--- config.mk ---
export PLATFORM = sky130hd
export DESIGN_NAME = modbus_register_response_checker_unit
export DESIGN_NICKNAME = d
export VERILOG_FILES = /design/src/mrrc_pkg.sv /design/src/mrrc_frame.sv /design/src/mrrc_mult.sv /design/src/mrrc_div.sv /design/src/modbus_register_response_checker_unit.sv
export SDC_FILE = /design/constraint.sdc
export NUM_CORES = 2
export LEC_CHECK = 0
export CAP_MARGIN = 0
export CORE_ASPECT_RATIO = 1.2
export CORE_UTILIZATION = 65
export DETAILED_ROUTE_END_ITERATION = 16
export DONT_BUFFER_PORTS = 1
export GPL_TIMING_DRIVEN = 0
export PLACE_DENSITY = 0.81
export SLEW_MARGIN = 15
export SYNTH_ARGS = -nofsm -noshare
export SYNTH_HDL_FRONTEND = slang
export SYNTH_HIERARCHICAL = 1
export SYNTH_SLANG_ARGS = --single-unit
--- constraint.sdc ---
create_clock -name clock -period 13.8 [get_ports clock]
set_input_delay 2.76 -clock clock [delete_from_list [all_inputs] [get_ports clock]]
set_output_delay 2.76 -clock clock [all_outputs]
set_load 0.005 [all_outputs]
--- src/mrrc_pkg.sv ---
// ----------------------------------------------------------------------------
// Modbus reply checker package
// Shared codes, widths, payload structures and helper functions for the
// Modbus RTU holding-register reply checker.
// ----------------------------------------------------------------------------
package mrrc_pkg;

   // Field widths.
   localparam int ACTION_W = 2;
   localparam int BYTE_W   = 8;
   localparam int STATUS_W = 2;
   localparam int SCALE_W  = 24;
   localparam int RAW_W    = 16;
   localparam int VALUE_W  = 40;
   localparam int COUNT_W  = 4;
   localparam int CRC_W    = 16;
   localparam int CSR_IDX_W = 2;

   // Fixed-point position of the scale factor.
   localparam int FACTOR_FRAC_BITS = 16;
   localparam logic [SCALE_W-1:0] SCALE_RESET = SCALE_W'(1 << FACTOR_FRAC_BITS);

   // Request action codes.
   localparam logic [ACTION_W-1:0] ACT_BYTE   = 2'd0;
   localparam logic [ACTION_W-1:0] ACT_GAP    = 2'd1;
   localparam logic [ACTION_W-1:0] ACT_LINK   = 2'd2;

   // Response status codes.
   localparam logic [STATUS_W-1:0] STAT_OK       = 2'd0;
   localparam logic [STATUS_W-1:0] STAT_LENGTH   = 2'd1;
   localparam logic [STATUS_W-1:0] STAT_MISMATCH = 2'd2;

   // Register indexes.
   localparam logic [CSR_IDX_W-1:0] CSR_DEVICE_ADDRESS = 2'd0;
   localparam logic [CSR_IDX_W-1:0] CSR_SCALE_FACTOR   = 2'd1;
   localparam logic [CSR_IDX_W-1:0] CSR_STREAK_LIMIT   = 2'd2;

   // Frame constants.
   localparam logic [COUNT_W-1:0] FRAME_LEN  = 4'd9;
   localparam logic [COUNT_W-1:0] COUNT_MAX  = 4'd15;
   localparam logic [BYTE_W-1:0]  FUNC_READ_HOLDING = 8'h03;
   localparam logic [BYTE_W-1:0]  DEC_TENTHS      = 8'd1;
   localparam logic [BYTE_W-1:0]  DEC_HUNDREDTHS  = 8'd2;
   localparam logic [BYTE_W-1:0]  STREAK_MAX      = 8'hFF;
   localparam logic [CRC_W-1:0]   CRC_INIT = 16'hFFFF;
   localparam logic [CRC_W-1:0]   CRC_POLY = 16'hA001;

   // Division by a constant is split into a high and a low part.
   localparam int LO_W    = 20;
   localparam int HI_W    = VALUE_W - LO_W;
   localparam int DIV_W   = 7;
   localparam int X_W     = DIV_W + LO_W;
   localparam int RHI_W   = HI_W + 1;
   localparam int RLO_W   = X_W + 1;

   localparam logic [RHI_W-1:0] RECIP_HI_ONE     = RHI_W'(64'd1 << HI_W);
   localparam logic [RHI_W-1:0] RECIP_HI_TEN     = RHI_W'((64'd1 << HI_W) / 10);
   localparam logic [RHI_W-1:0] RECIP_HI_HUNDRED = RHI_W'((64'd1 << HI_W) / 100);
   localparam logic [RLO_W-1:0] RECIP_LO_ONE     = RLO_W'(64'd1 << X_W);
   localparam logic [RLO_W-1:0] RECIP_LO_TEN     = RLO_W'((64'd1 << X_W) / 10);
   localparam logic [RLO_W-1:0] RECIP_LO_HUNDRED = RLO_W'((64'd1 << X_W) / 100);

   typedef enum logic [1:0] {
      DIV_ONE,
      DIV_TEN,
      DIV_HUNDRED
   } div_sel_type;

   typedef struct packed {
      logic [STATUS_W-1:0]    status;
      logic signed [RAW_W-1:0] raw;
      logic [BYTE_W-1:0]      dec;
      logic                   invalid;
      logic [BYTE_W-1:0]      streak;
   } info_type;

   typedef struct packed {
      info_type    info;
      div_sel_type div_sel;
   } judge_type;

   typedef struct packed {
      info_type             info;
      div_sel_type          div_sel;
      logic                 neg;
      logic [VALUE_W-1:0]   mag;
   } prod_type;

   // One byte step of the Modbus CRC-16, least significant bit first.
   function automatic logic [CRC_W-1:0] crc_feed(input logic [CRC_W-1:0] crc_old,
                                                 input logic [BYTE_W-1:0] data);
      logic [CRC_W-1:0] c;
      c = crc_old ^ {8'h00, data};
      for (int i = 0; i < 8; i++) begin
         c = c[0] ? ((c >> 1) ^ CRC_POLY) : (c >> 1);
      end
      return c;
   endfunction

   function automatic logic [DIV_W-1:0] divisor(input div_sel_type sel);
      logic [DIV_W-1:0] d;
      case (sel)
         DIV_TEN:     d = 7'd10;
         DIV_HUNDRED: d = 7'd100;
         default:     d = 7'd1;
      endcase
      return d;
   endfunction

   function automatic logic [RHI_W-1:0] recip_hi(input div_sel_type sel);
      logic [RHI_W-1:0] r;
      case (sel)
         DIV_TEN:     r = RECIP_HI_TEN;
         DIV_HUNDRED: r = RECIP_HI_HUNDRED;
         default:     r = RECIP_HI_ONE;
      endcase
      return r;
   endfunction

   function automatic logic [RLO_W-1:0] recip_lo(input div_sel_type sel);
      logic [RLO_W-1:0] r;
      case (sel)
         DIV_TEN:     r = RECIP_LO_TEN;
         DIV_HUNDRED: r = RECIP_LO_HUNDRED;
         default:     r = RECIP_LO_ONE;
      endcase
      return r;
   endfunction

endpackage

--- src/mrrc_frame.sv ---
// ----------------------------------------------------------------------------
// Modbus reply frame tracker
// Captures the bytes of one reply, runs the CRC, judges the frame on a gap or
// link error and keeps the failure streak.
// ----------------------------------------------------------------------------
module mrrc_frame (
   input  logic                              clock,
   input  logic                              reset,
   input  logic                              req_valid,
   output logic                              req_ready,
   input  logic [mrrc_pkg::ACTION_W-1:0]     req_action,
   input  logic [mrrc_pkg::BYTE_W-1:0]       req_rx_byte,
   input  logic [mrrc_pkg::BYTE_W-1:0]       device_address,
   input  logic [mrrc_pkg::BYTE_W-1:0]       streak_limit,
   output logic                              judge_valid,
   input  logic                              judge_ready,
   output mrrc_pkg::judge_type               judge
);
   import mrrc_pkg::*;

   logic [COUNT_W-1:0] count_ff, count_in;
   logic [CRC_W-1:0]   crc_ff, crc_in;
   logic [CRC_W-1:0]   crc_last2_ff, crc_last2_in;
   logic [BYTE_W-1:0]  streak_ff, streak_in;
   logic               invalid_ff, invalid_in;
   logic               judge_valid_ff, judge_valid_in;
   judge_type          judge_ff, judge_in;
   logic [BYTE_W-1:0]  cap_ff [FRAME_LEN];

   logic               accept;
   logic               cap_we;
   logic               judge_we;
   logic               mismatch;
   logic [STATUS_W-1:0] verdict;
   logic [BYTE_W-1:0]  dec_byte;

   assign req_ready   = !judge_valid_ff || judge_ready;
   assign accept      = req_valid && req_ready;
   assign judge_valid = judge_valid_ff;
   assign judge       = judge_ff;

   // The CRC check bytes arrive low byte first.
   assign mismatch = ({cap_ff[8], cap_ff[7]} != crc_last2_ff)
                  || (cap_ff[0] != device_address)
                  || (cap_ff[1] != FUNC_READ_HOLDING);
   assign dec_byte = cap_ff[6];

   always_comb begin
      count_in       = count_ff;
      crc_in         = crc_ff;
      crc_last2_in   = crc_last2_ff;
      streak_in      = streak_ff;
      invalid_in     = invalid_ff;
      cap_we         = 1'b0;
      judge_we       = 1'b0;
      verdict        = STAT_OK;
      judge_valid_in = judge_valid_ff && !judge_ready;
      if (accept) begin
         case (req_action)
            ACT_BYTE: begin
               if (count_ff < FRAME_LEN) begin
                  cap_we = 1'b1;
                  crc_in = crc_feed(crc_ff, req_rx_byte);
                  if (count_ff == FRAME_LEN - 4'd2) begin
                     crc_last2_in = crc_ff;
                  end
               end
               if (count_ff != COUNT_MAX) begin
                  count_in = count_ff + 4'd1;
               end
            end
            ACT_GAP: begin
               judge_we = 1'b1;
               if (count_ff != FRAME_LEN) begin
                  verdict = STAT_LENGTH;
               end else if (mismatch) begin
                  verdict = STAT_MISMATCH;
               end
            end
            ACT_LINK: begin
               judge_we = 1'b1;
               verdict  = STAT_LENGTH;
            end
            default: begin
            end
         endcase
         if (judge_we) begin
            judge_valid_in = 1'b1;
            count_in       = '0;
            crc_in         = CRC_INIT;
            crc_last2_in   = CRC_INIT;
            if (verdict == STAT_OK) begin
               streak_in  = '0;
               invalid_in = 1'b0;
            end else begin
               streak_in  = (streak_ff == STREAK_MAX) ? streak_ff : streak_ff + 8'd1;
               invalid_in = invalid_ff || (streak_in > streak_limit);
            end
         end
      end
   end

   // A failed frame carries zero reading fields, so its product is zero too.
   always_comb begin
      judge_in.info.status  = verdict;
      judge_in.info.invalid = invalid_in;
      judge_in.info.streak  = streak_in;
      judge_in.info.raw     = '0;
      judge_in.info.dec     = '0;
      judge_in.div_sel      = DIV_ONE;
      if (verdict == STAT_OK) begin
         judge_in.info.raw = {cap_ff[3], cap_ff[4]};
         judge_in.info.dec = dec_byte;
         if (dec_byte == DEC_TENTHS) begin
            judge_in.div_sel = DIV_TEN;
         end else if (dec_byte == DEC_HUNDREDTHS) begin
            judge_in.div_sel = DIV_HUNDRED;
         end
      end
   end

   always_ff @(posedge clock) begin
      if (reset) begin
         count_ff       <= '0;
         crc_ff         <= CRC_INIT;
         crc_last2_ff   <= CRC_INIT;
         streak_ff      <= '0;
         invalid_ff     <= 1'b0;
         judge_valid_ff <= 1'b0;
      end else begin
         count_ff       <= count_in;
         crc_ff         <= crc_in;
         crc_last2_ff   <= crc_last2_in;
         streak_ff      <= streak_in;
         invalid_ff     <= invalid_in;
         judge_valid_ff <= judge_valid_in;
      end
   end

   always_ff @(posedge clock) begin
      if (cap_we) begin
         cap_ff[count_ff] <= req_rx_byte;
      end
      if (judge_we) begin
         judge_ff <= judge_in;
      end
   end

endmodule

--- src/mrrc_mult.sv ---
// ----------------------------------------------------------------------------
// Modbus reply scale multiplier
// Multiplies the magnitude of the reading by the unsigned scale factor and
// registers the product with its sign.
// ----------------------------------------------------------------------------
module mrrc_mult (
   input  logic                            clock,
   input  logic                            reset,
   input  logic                            in_valid,
   output logic                            in_ready,
   input  mrrc_pkg::judge_type             in_judge,
   input  logic [mrrc_pkg::SCALE_W-1:0]    scale_factor,
   output logic                            out_valid,
   input  logic                            out_ready,
   output mrrc_pkg::prod_type              out_prod
);
   import mrrc_pkg::*;

   logic           valid_ff, valid_in;
   prod_type       prod_ff, prod_in;
   logic [RAW_W-1:0] raw_u;
   logic [RAW_W-1:0] mag16;
   logic           load;

   assign in_ready  = !valid_ff || out_ready;
   assign load      = in_valid && in_ready;
   assign out_valid = valid_ff;
   assign out_prod  = prod_ff;

   assign raw_u = in_judge.info.raw;
   // The most negative reading has magnitude 32768, which still fits 16 bits.
   assign mag16 = raw_u[RAW_W-1] ? (~raw_u + 16'd1) : raw_u;

   always_comb begin
      valid_in        = in_ready ? in_valid : valid_ff;
      prod_in.info    = in_judge.info;
      prod_in.div_sel = in_judge.div_sel;
      prod_in.neg     = raw_u[RAW_W-1];
      prod_in.mag     = VALUE_W'(mag16) * VALUE_W'(scale_factor);
   end

   always_ff @(posedge clock) begin
      if (reset) begin
         valid_ff <= 1'b0;
      end else begin
         valid_ff <= valid_in;
      end
   end

   always_ff @(posedge clock) begin
      if (load) begin
         prod_ff <= prod_in;
      end
   end

endmodule

--- src/mrrc_div.sv ---
// ----------------------------------------------------------------------------
// Modbus reply constant divider
// Divides the product magnitude by 1, 10 or 100 in four stages, using
// reciprocal multiplication with one correction step per half, and applies
// the sign.  The last stage is the response register.
// ----------------------------------------------------------------------------
module mrrc_div (
   input  logic                                  clock,
   input  logic                                  reset,
   input  logic                                  in_valid,
   output logic                                  in_ready,
   input  mrrc_pkg::prod_type                    in_prod,
   output logic                                  out_valid,
   input  logic                                  out_ready,
   output mrrc_pkg::info_type                    out_info,
   output logic signed [mrrc_pkg::VALUE_W-1:0]   out_value
);
   import mrrc_pkg::*;

   // Stage 1: high half times reciprocal.
   logic               s1_valid_ff;
   logic [HI_W+RHI_W-1:0] s1_hprod_ff;
   logic [HI_W-1:0]    s1_hi_ff;
   logic [LO_W-1:0]    s1_lo_ff;
   logic               s1_neg_ff;
   div_sel_type        s1_sel_ff;
   info_type           s1_info_ff;
   // Stage 2: corrected high quotient and remainder joined to the low half.
   logic               s2_valid_ff;
   logic [HI_W-1:0]    s2_qh_ff, s2_qh_in;
   logic [X_W-1:0]     s2_x_ff, s2_x_in;
   logic               s2_neg_ff;
   div_sel_type        s2_sel_ff;
   info_type           s2_info_ff;
   // Stage 3: low part times reciprocal.
   logic               s3_valid_ff;
   logic [X_W+RLO_W-1:0] s3_xprod_ff;
   logic [X_W-1:0]     s3_x_ff;
   logic [HI_W-1:0]    s3_qh_ff;
   logic               s3_neg_ff;
   div_sel_type        s3_sel_ff;
   info_type           s3_info_ff;
   // Stage 4: response register.
   logic               s4_valid_ff;
   logic signed [VALUE_W-1:0] s4_value_ff, s4_value_in;
   info_type           s4_info_ff;

   logic s1_ready, s2_ready, s3_ready, s4_ready;

   logic [HI_W-1:0]    qh_est;
   logic [HI_W-1:0]    hi_back;
   logic [HI_W-1:0]    hi_rem;
   logic [DIV_W-1:0]   d2;
   logic [X_W-1:0]     ql_est;
   logic [X_W-1:0]     ql;
   logic [X_W-1:0]     x_back;
   logic [X_W-1:0]     x_rem;
   logic [DIV_W-1:0]   d4;
   logic [VALUE_W-1:0] q_mag;

   assign s4_ready = !s4_valid_ff || out_ready;
   assign s3_ready = !s3_valid_ff || s4_ready;
   assign s2_ready = !s2_valid_ff || s3_ready;
   assign s1_ready = !s1_valid_ff || s2_ready;
   assign in_ready = s1_ready;

   assign out_valid = s4_valid_ff;
   assign out_info  = s4_info_ff;
   assign out_value = s4_value_ff;

   // High correction.
   always_comb begin
      d2      = divisor(s1_sel_ff);
      qh_est  = s1_hprod_ff[HI_W+HI_W-1:HI_W];
      hi_back = qh_est * HI_W'(d2);
      hi_rem  = s1_hi_ff - hi_back;
      s2_qh_in = qh_est;
      if (hi_rem >= HI_W'(d2)) begin
         s2_qh_in = qh_est + 20'd1;
         hi_rem   = hi_rem - HI_W'(d2);
      end
      s2_x_in = {hi_rem[DIV_W-1:0], s1_lo_ff};
   end

   // Low correction, recombination and sign.
   always_comb begin
      d4     = divisor(s3_sel_ff);
      ql_est = s3_xprod_ff[X_W+X_W-1:X_W];
      x_back = ql_est * X_W'(d4);
      x_rem  = s3_x_ff - x_back;
      ql     = (x_rem >= X_W'(d4)) ? ql_est + 27'd1 : ql_est;
      q_mag  = {s3_qh_ff, {LO_W{1'b0}}} + VALUE_W'(ql);
      s4_value_in = s3_neg_ff ? -$signed(q_mag) : $signed(q_mag);
   end

   always_ff @(posedge clock) begin
      if (reset) begin
         s1_valid_ff <= 1'b0;
         s2_valid_ff <= 1'b0;
         s3_valid_ff <= 1'b0;
         s4_valid_ff <= 1'b0;
      end else begin
         if (s1_ready) begin
            s1_valid_ff <= in_valid;
         end
         if (s2_ready) begin
            s2_valid_ff <= s1_valid_ff;
         end
         if (s3_ready) begin
            s3_valid_ff <= s2_valid_ff;
         end
         if (s4_ready) begin
            s4_valid_ff <= s3_valid_ff;
         end
      end
   end

   always_ff @(posedge clock) begin
      if (s1_ready && in_valid) begin
         s1_hprod_ff <= (HI_W+RHI_W)'(in_prod.mag[VALUE_W-1:LO_W])
                      * (HI_W+RHI_W)'(recip_hi(in_prod.div_sel));
         s1_hi_ff    <= in_prod.mag[VALUE_W-1:LO_W];
         s1_lo_ff    <= in_prod.mag[LO_W-1:0];
         s1_neg_ff   <= in_prod.neg;
         s1_sel_ff   <= in_prod.div_sel;
         s1_info_ff  <= in_prod.info;
      end
      if (s2_ready && s1_valid_ff) begin
         s2_qh_ff   <= s2_qh_in;
         s2_x_ff    <= s2_x_in;
         s2_neg_ff  <= s1_neg_ff;
         s2_sel_ff  <= s1_sel_ff;
         s2_info_ff <= s1_info_ff;
      end
      if (s3_ready && s2_valid_ff) begin
         s3_xprod_ff <= (X_W+RLO_W)'(s2_x_ff) * (X_W+RLO_W)'(recip_lo(s2_sel_ff));
         s3_x_ff     <= s2_x_ff;
         s3_qh_ff    <= s2_qh_ff;
         s3_neg_ff   <= s2_neg_ff;
         s3_sel_ff   <= s2_sel_ff;
         s3_info_ff  <= s2_info_ff;
      end
      if (s4_ready && s3_valid_ff) begin
         s4_value_ff <= s4_value_in;
         s4_info_ff  <= s3_info_ff;
      end
   end

endmodule

--- src/modbus_register_response_checker_unit.sv ---
// ----------------------------------------------------------------------------
// Modbus RTU holding-register reply checker
// Checks a nine-byte reply to a two-register read and returns the scaled
// reading with a status and a failure streak.
// ----------------------------------------------------------------------------
// The block takes one request transaction per clock cycle while req_ready is
// high: a received byte, a frame-end gap or a receive link error.  Bytes
// produce no response; a gap or a link error produces exactly one response
// transaction, which passes through the frame judgement register, the product
// register and the four stages of the constant divider before it appears on
// the response port.  Because every stage has its own valid flag, requests
// keep flowing while a finished response is waiting to be taken, until all
// stages hold work.  Configuration writes are always accepted and take effect
// on the next cycle; they should be made only while no judged frame is still
// in flight.
module modbus_register_response_checker_unit (
   input  logic                                  clock,
   input  logic                                  reset,
   // Request channel.
   input  logic                                  req_valid,
   output logic                                  req_ready,
   input  logic [mrrc_pkg::ACTION_W-1:0]         req_action,
   input  logic [mrrc_pkg::BYTE_W-1:0]           req_rx_byte,
   // Response channel.
   output logic                                  rsp_valid,
   input  logic                                  rsp_ready,
   output logic [mrrc_pkg::STATUS_W-1:0]         rsp_status,
   output logic signed [mrrc_pkg::VALUE_W-1:0]   rsp_scaled_value,
   output logic signed [mrrc_pkg::RAW_W-1:0]     rsp_raw_reading,
   output logic [mrrc_pkg::BYTE_W-1:0]           rsp_decimals_code,
   output logic                                  rsp_reading_invalid,
   output logic [mrrc_pkg::BYTE_W-1:0]           rsp_failure_streak,
   // Configuration write channel.
   input  logic                                  csr_valid,
   output logic                                  csr_ready,
   input  logic [mrrc_pkg::CSR_IDX_W-1:0]        csr_index,
   input  logic [mrrc_pkg::SCALE_W-1:0]          csr_wdata
);
   import mrrc_pkg::*;

   // Configuration registers.
   logic [BYTE_W-1:0]  device_address_ff, device_address_in;
   logic [SCALE_W-1:0] scale_factor_ff, scale_factor_in;
   logic [BYTE_W-1:0]  streak_limit_ff, streak_limit_in;

   // Links between the three pipeline parts.
   logic      judge_valid, judge_ready;
   judge_type judge;
   logic      prod_valid, prod_ready;
   prod_type  prod;
   info_type  rsp_info;

   // The configuration port never stalls.
   assign csr_ready = 1'b1;

   // Writes to an index beyond the register list are ignored.
   always_comb begin
      device_address_in = device_address_ff;
      scale_factor_in   = scale_factor_ff;
      streak_limit_in   = streak_limit_ff;
      if (csr_valid && csr_ready) begin
         case (csr_index)
            CSR_DEVICE_ADDRESS: device_address_in = csr_wdata[BYTE_W-1:0];
            CSR_SCALE_FACTOR:   scale_factor_in   = csr_wdata;
            CSR_STREAK_LIMIT:   streak_limit_in   = csr_wdata[BYTE_W-1:0];
            default: begin
            end
         endcase
      end
   end

   always_ff @(posedge clock) begin
      if (reset) begin
         device_address_ff <= 8'd1;
         scale_factor_ff   <= SCALE_RESET;
         streak_limit_ff   <= 8'd4;
      end else begin
         device_address_ff <= device_address_in;
         scale_factor_ff   <= scale_factor_in;
         streak_limit_ff   <= streak_limit_in;
      end
   end

   // Frame capture, CRC, judgement and failure streak.
   mrrc_frame u_frame (
      .clock          (clock),
      .reset          (reset),
      .req_valid      (req_valid),
      .req_ready      (req_ready),
      .req_action     (req_action),
      .req_rx_byte    (req_rx_byte),
      .device_address (device_address_ff),
      .streak_limit   (streak_limit_ff),
      .judge_valid    (judge_valid),
      .judge_ready    (judge_ready),
      .judge          (judge)
   );

   // Reading magnitude times scale factor.
   mrrc_mult u_mult (
      .clock        (clock),
      .reset        (reset),
      .in_valid     (judge_valid),
      .in_ready     (judge_ready),
      .in_judge     (judge),
      .scale_factor (scale_factor_ff),
      .out_valid    (prod_valid),
      .out_ready    (prod_ready),
      .out_prod     (prod)
   );

   // Division by the decimals divisor, truncating toward zero.
   mrrc_div u_div (
      .clock     (clock),
      .reset     (reset),
      .in_valid  (prod_valid),
      .in_ready  (prod_ready),
      .in_prod   (prod),
      .out_valid (rsp_valid),
      .out_ready (rsp_ready),
      .out_info  (rsp_info),
      .out_value (rsp_scaled_value)
   );

   assign rsp_status          = rsp_info.status;
   assign rsp_raw_reading     = rsp_info.raw;
   assign rsp_decimals_code   = rsp_info.dec;
   assign rsp_reading_invalid = rsp_info.invalid;
   assign rsp_failure_streak  = rsp_info.streak;

endmodule

**After elaboration in Yosys (flattened, before gate mapping)**

Memories as Yosys holds them, arrays and structs flattened. A register that Yosys moved wholly into a read port is not among the register bits.
Cells that the tools add are included.
Widths: inputs -> output; s select.

- Bits in registers: 607
- RAM bits: 72
- Input bits: 41
- Logic and storage cells: 209
- Memories kept: 1

Memories:

| memory | words | bits a word | read ports | clocked after Yosys merged registers in | write ports | line | text |
|---|---|---|---|---|---|---|---|
| u_frame.cap_ff | 9 | 8 | 7 | 2 | 1 | mrrc_frame.sv:28 | `logic [BYTE_W-1:0] cap_ff [FRAME_LEN];` |

- $add $sub $neg: 10
- Multipliers: 5
- Order comparisons: 4
- Eq/ne operators: 21
- Mux-type cells: 53
- Bitwise logic cells: 11
- Reductions and logical operators: 41

Operators with widths:

| cell | number |
|---|---|
| $mux 16 | 16 |
| $pmux 28 s2 | 1 |
| $mul 27x28->54 | 1 |
| $pmux 21 s2 | 1 |
| $add 40x27->40 | 1 |
| $mul 16x24->40 | 1 |
| $mul 20x21->40 | 1 |
| $mux 40 | 1 |
| $neg 40->40 | 1 |
| $mux 8 | 4 |
| $mux 28 | 1 |
| $pmux 7 s2 | 2 |
| $add 27x1->27 const B | 1 |
| $ge 27x7->1 | 1 |
| $mul 27x7->27 | 1 |
| $mux 27 | 1 |
| $sub 27x27->27 | 1 |
| $not 2->3 | 8 |
| $mux 21 | 1 |
| $add 20x1->20 const B | 1 |
| $ge 20x7->1 | 1 |
| $mul 20x7->20 | 1 |
| $mux 20 | 1 |
| $sub 20x20->20 | 1 |
| 33 further kinds | 95 |

**Logic depth before layout (Yosys ltp)**

- Depth after elaboration: 20
- Mapped depth: 45
- Gate-level depth less buffers: 43

**Hierarchy**

The synthesis kept the hierarchy.

By module, submodules not included:

| module | times used | cells each | area an instance (sq um) | sequential area each (sq um) |
|---|---|---|---|---|
| mrrc_div | 1 | 4,416 | 48,247.5 | 11,190.7 |
| mrrc_mult | 1 | 1,586 | 15,019.4 | 2,332.2 |
| mrrc_frame | 1 | 485 | 5,949.5 | 3,713.6 |
| modbus_register_response_checker_unit | 1 | 163 | 1,715.4 | 800.8 |

**Worst setup path after synthesis**

Ideal clock, no wire load.

- Kind: in2reg
- Start: input rsp_ready
- End: register u_div/s3_info_ff[0] (netlist bit), enable pin
- Arrival: 10.941 ns
- Required time: 13.046 ns
- Path slack: 2.104 ns
- Stages: 2
- Buffers on the path: 0
- Cell sequence: nor2b_1 a21boi_0

- Word-level cells in the longest chain between the ends: 3

Ends and longest elaborated chain:

| element | line | text |
|---|---|---|
| from (decl) | modbus_register_response_checker_unit.sv:26 | `input logic rsp_ready,` |
| $logic_or 1x1->1 | mrrc_div.sv:61 | `assign s4_ready = !s4_valid_ff \|\| out_ready;` |
| $logic_or 1x1->1 | mrrc_div.sv:62 | `assign s3_ready = !s3_valid_ff \|\| s4_ready;` |
| $logic_and 1x1->1 | mrrc_div.sv:135 | `if (s3_ready && s2_valid_ff) begin` |
| to (signal assigned) | mrrc_div.sv:141 | `s3_info_ff <= s2_info_ff;` |
| to (decl) | mrrc_div.sv:42 | `info_type s3_info_ff;` |

Every way passes these cells.
A chain may end at the register's enable or synchronous reset.

**Final worst setup path**

- Start: register u_div.s3_sel_ff[1]
- End: register u_div.s4_value_ff[39] (netlist: u_div/out_value[39]), data pin

- Word-level cells in the longest chain between the ends: 9
- Elaborated cells on any way between the ends: 10

Ends and longest elaborated chain:

| element | line | text |
|---|---|---|
| from (decl) | mrrc_div.sv:41 | `div_sel_type s3_sel_ff;` |
| from (signal assigned) | mrrc_div.sv:140 | `s3_sel_ff <= s2_sel_ff;` |
| $eq 2x2->1 or $eq 2x1->1 (tied branches) | mrrc_pkg.sv:102 | `case (sel)` |
| $pmux 7 s2 (*) | mrrc_pkg.sv:102 |  |
| $mul 27x7->27 | mrrc_div.sv:89 | `x_back = ql_est * X_W'(d4);` |
| $sub 27x27->27 | mrrc_div.sv:90 | `x_rem = s3_x_ff - x_back;` |
| $ge 27x7->1 (*) | mrrc_div.sv:91 | `ql = (x_rem >= X_W'(d4)) ? ql_est + 27'd1 : ql_est;` |
| $mux 27 (*) | mrrc_div.sv:91 |  |
| $add 40x27->40 (*) | mrrc_div.sv:92 | `q_mag = {s3_qh_ff, {LO_W{1'b0}}} + VALUE_W'(ql);` |
| $neg 40->40 | mrrc_div.sv:93 | `s4_value_in = s3_neg_ff ? -$signed(q_mag) : $signed(q_mag);` |
| $mux 40 (*) | mrrc_div.sv:93 |  |
| named net u_div.s4_value_in[39] | mrrc_div.sv:45 | `logic signed [VALUE_W-1:0] s4_value_ff, s4_value_in;` |
| to (signal assigned) | mrrc_div.sv:144 | `s4_value_ff <= s4_value_in;` |
| to (decl) | mrrc_div.sv:45 |  |

Mark *: on every way through the listed nets, which the timed path passes. The rest lies on a longest branch.

==> results.cfg <==
[yosys]
seq_area_frac_synth = 0.254
synthMostInstantiatedCell = inv_1
synth_edf_count = 540
yosys_warnings = 6
yosysUniqueCellTypes = 100
synth_flop_cell = edfxtp_1
syn-instance-count = 6650
synth-seq-cells = 631
syn-cell-area_um2 = 70900
synth_area_leaders = fa_1 (31%), edfxtp_1 (23%), ha_1 (14%)
synth_area_per_cell_um2 = 10.7
syn_nets = 8561
yosysTopAreaCell = fa_1
synth_commonest_cells = inv_1 (1609), fa_1 (1098), ha_1 (772)
netlist.area_leader.share = 0.310
synth-async-reset-ratio = 0

[floorplanning]
die_h_um = 364
start_util = 0.657
io_pins = 119
die_w_um = 304
die_area_um2 = 110000
row_count = 132
core-area_um2 = 108000

[setup_path]
worstPathArrival_ns = 13.34
start_kind = flip-flop
rr_startpoint = u_div/s3_sel_ff[1]$_DFFE_PP_
crit_slowest_cell = nor4_2
crit_path_frequent_cell = ha_1
max_stage_delay_ns = 0.84
critPathMaxFanout = 10
cp-end-kind = flip-flop
worstRegToRegCells = 44
crit_required_ns = 14.19
reg2reg_slack_ns = 0.85
r2r_end = u_div/out_value[39]$_DFFE_PP_
path_class = flip-flop to flip-flop

[worst_hold_path]
holdPathStages = 0
min_path_type = flip-flop to flip-flop
min_from = u_div/s1_lo_ff[6]$_DFFE_PP_
hold_path_end = u_div/s2_x_ff[6]$_DFFE_PP_

[timing]
maxSlewHeadroom = 0.0988
report.final.slew_viol_count = 0
hold_viol_final = 0
fmax_mhz = 77.2
fin_ws_ns = 0.847
fin_hold_ws_ns = 0.410
worst_pin_slew_ns = 1.34
period_share = 0.939
final.setup_skew_ns = 0.0407
finalCriticalPeriod_ns = 12.95
setup_violations = 0
rsz0062_at_grt = no

[place]
preCtsSetupSlack_ns = 1.12
place_hpwl_mm = 148
port-buffer-count = 0
globalplace.congestion = 0.979
dp.cells = 8074

[drt]
routed_wl_mm = 180
viasPerCell = 5.79
first_pass_iters = 6
drtIter0Drc = 3486
vias = 47454
ant_nets = 0
drc = 0
wl_per_cell_um = 21.9

[layout]
fillers = 7803
nets = 8646
drive_gt1_frac = 0.0311
area_growth_pct = 6.25
finish.utilization = 0.698
stdcell_count = 8199

[clocking]
clock_sinks = 631
cts_resized = 0
worstSkewPairLatency_ns = 0.68
clockBufferDepth = 3
ctsHoldBuffers = 0
cts_setup_buffers = 0
clk_pin_slew_ns = 0.06
cts_tree = built
cts_buffers = 66
htree_levels = 3
root_buffer = clkbuf_16

[global_routing]
grt_pass1_wl_mm = 281
grt_max_degree = 62
grt_pass1_vias = 51595
antenna_found_initial = 9
overflow = 0
track_usage = 0.336

[power]
total_power_mw = 9.35
leakage_nw = 35.6
p_per_area_nw_per_um2 = 124
irDropWorstVdd_mv = 0.211

[outcome]
status = finished clean

[job]
cap_violations = 0
-- metal layers --
layer | up-vias | track usage | share of wire
li1 | 21077 | - | -
met1 | 23700 | 0.392 | 0.36
met2 | 1994 | 0.583 | 0.50
met3 | 673 | 0.0510 | 0.065
met4 | 10 | 0.205 | 0.070
met5 | - | 0 | 0.00043
-- report_power, final --
group	internal, mW	total, mW	switching [mW]
Sequential	2.28	2.37	0.0891
Clock	1.03	1.84	0.805
Combinational	2.14	5.15	3.01
Total	5.45	9.35	3.90
-- cell usage in the layout (no fill, tap or decap), types with 21 or more instances in the layout --
| cell | Yosys | layout |
|---|---|---|
| nand4_1 | 39 | 39 |
| fa_1 | 1098 | 1098 |
| nor2b_1 | 60 | 58 |
| clkbuf_16 | 0 | 68 |
| nor3_1 | 60 | 60 |
| and3_1 | 35 | 35 |
| and2_1 | 344 | 343 |
| nor2_1 | 143 | 143 |
| xor2_1 | 79 | 79 |
| o211ai_1 | 21 | 21 |
| clkbuf_1 | 143 | 158 |
| a21oi_1 | 146 | 145 |
| nand3_1 | 70 | 70 |
| dfxtp_1 | 91 | 91 |
| nand2b_1 | 107 | 107 |
| nand2_1 | 513 | 513 |
| inv_1 | 1609 | 1608 |
| edfxtp_1 | 540 | 540 |
| o21bai_1 | 32 | 32 |
| mux2i_1 | 54 | 54 |
| ha_1 | 772 | 772 |
| a21o_1 | 35 | 35 |
| o21a_1 | 24 | 24 |
| o21ai_0 | 96 | 96 |
| xnor2_1 | 207 | 207 |
-- through the flow --
stage               area, um^2  setup TNS [ns]
finish                   75400               0
global route             75400               0
CTS                      75400               0
detailed placement       73100               0
global placement         72700         -164.64
floorplan                70900               0
-- cells by family after synthesis --
logic type | synth area share
buffers and inverters | 0.0951
AND/OR/NAND/NOR | 0.105
flip-flops | 0.254
XOR/XNOR | 0.0369
AO/OA/AOI/OAI | 0.0535
multiplexers | 0.00889
adder cells (fa/ha/maj) | 0.446
other | 0.0000529
-- sequential cells by signal, indices dropped and copies added, names as in the netlist, 24 cells and up --
signal             cells
u_frame/cap_ff        56
u_div/s3_xprod_ff     27
u_div/s3_info_ff      35
u_div/s2_info_ff      35
u_mult/out_prod       77
u_div/out_value       40
u_frame/judge         37
u_div/out_info        35
u_div/s2_x_ff         27
scale_factor_ff       24
u_div/s1_info_ff      35
u_div/s3_x_ff         27
-- area by class of cell --
class	count	area (um^2)	share of cell area
Clock inverter	36	448	0.00594
Timing Repair Buffer	17	385	0.00511
Antenna cell	5	12.5	0.000166
Inverter	1610	6040	0.0802
Multi-Input combinational cell	4240	46200	0.613
Buffer	169	699	0.00928
Tap cell	1407	1760	0.0234
Sequential cell	631	18000	0.239
Clock buffer	84	1770	0.0235
-- worst max-delay path by stage --
stage,from,end,slack [ns]
floorplan,rsp_ready,u_div/s3_info_ff[0]$_DFFE_PP_,2.10
global placement,rsp_ready,u_div/s3_qh_ff[3]$_DFFE_PP_,-1.50
detailed placement,u_div/s3_sel_ff[1]$_DFFE_PP_,u_div/out_value[39]$_DFFE_PP_,1.12
CTS,u_div/s3_sel_ff[1]$_DFFE_PP_,u_div/out_value[39]$_DFFE_PP_,1.06
global route,u_div/s3_sel_ff[1]$_DFFE_PP_,u_div/out_value[39]$_DFFE_PP_,0.09
finish,u_div/s3_sel_ff[1]$_DFFE_PP_,u_div/out_value[39]$_DFFE_PP_,0.85
-- critical path: cells and delay by family, from the launching register on --
family	cells	cell delay (ns)
flops	1	0.38
fa+ha+maj	8	3.18
xor+xnor	4	0.66
buf+inv	7	1.71
simple gates	11	3.23
compound gates	14	3.50
Power figures use the tool's default switching activity.
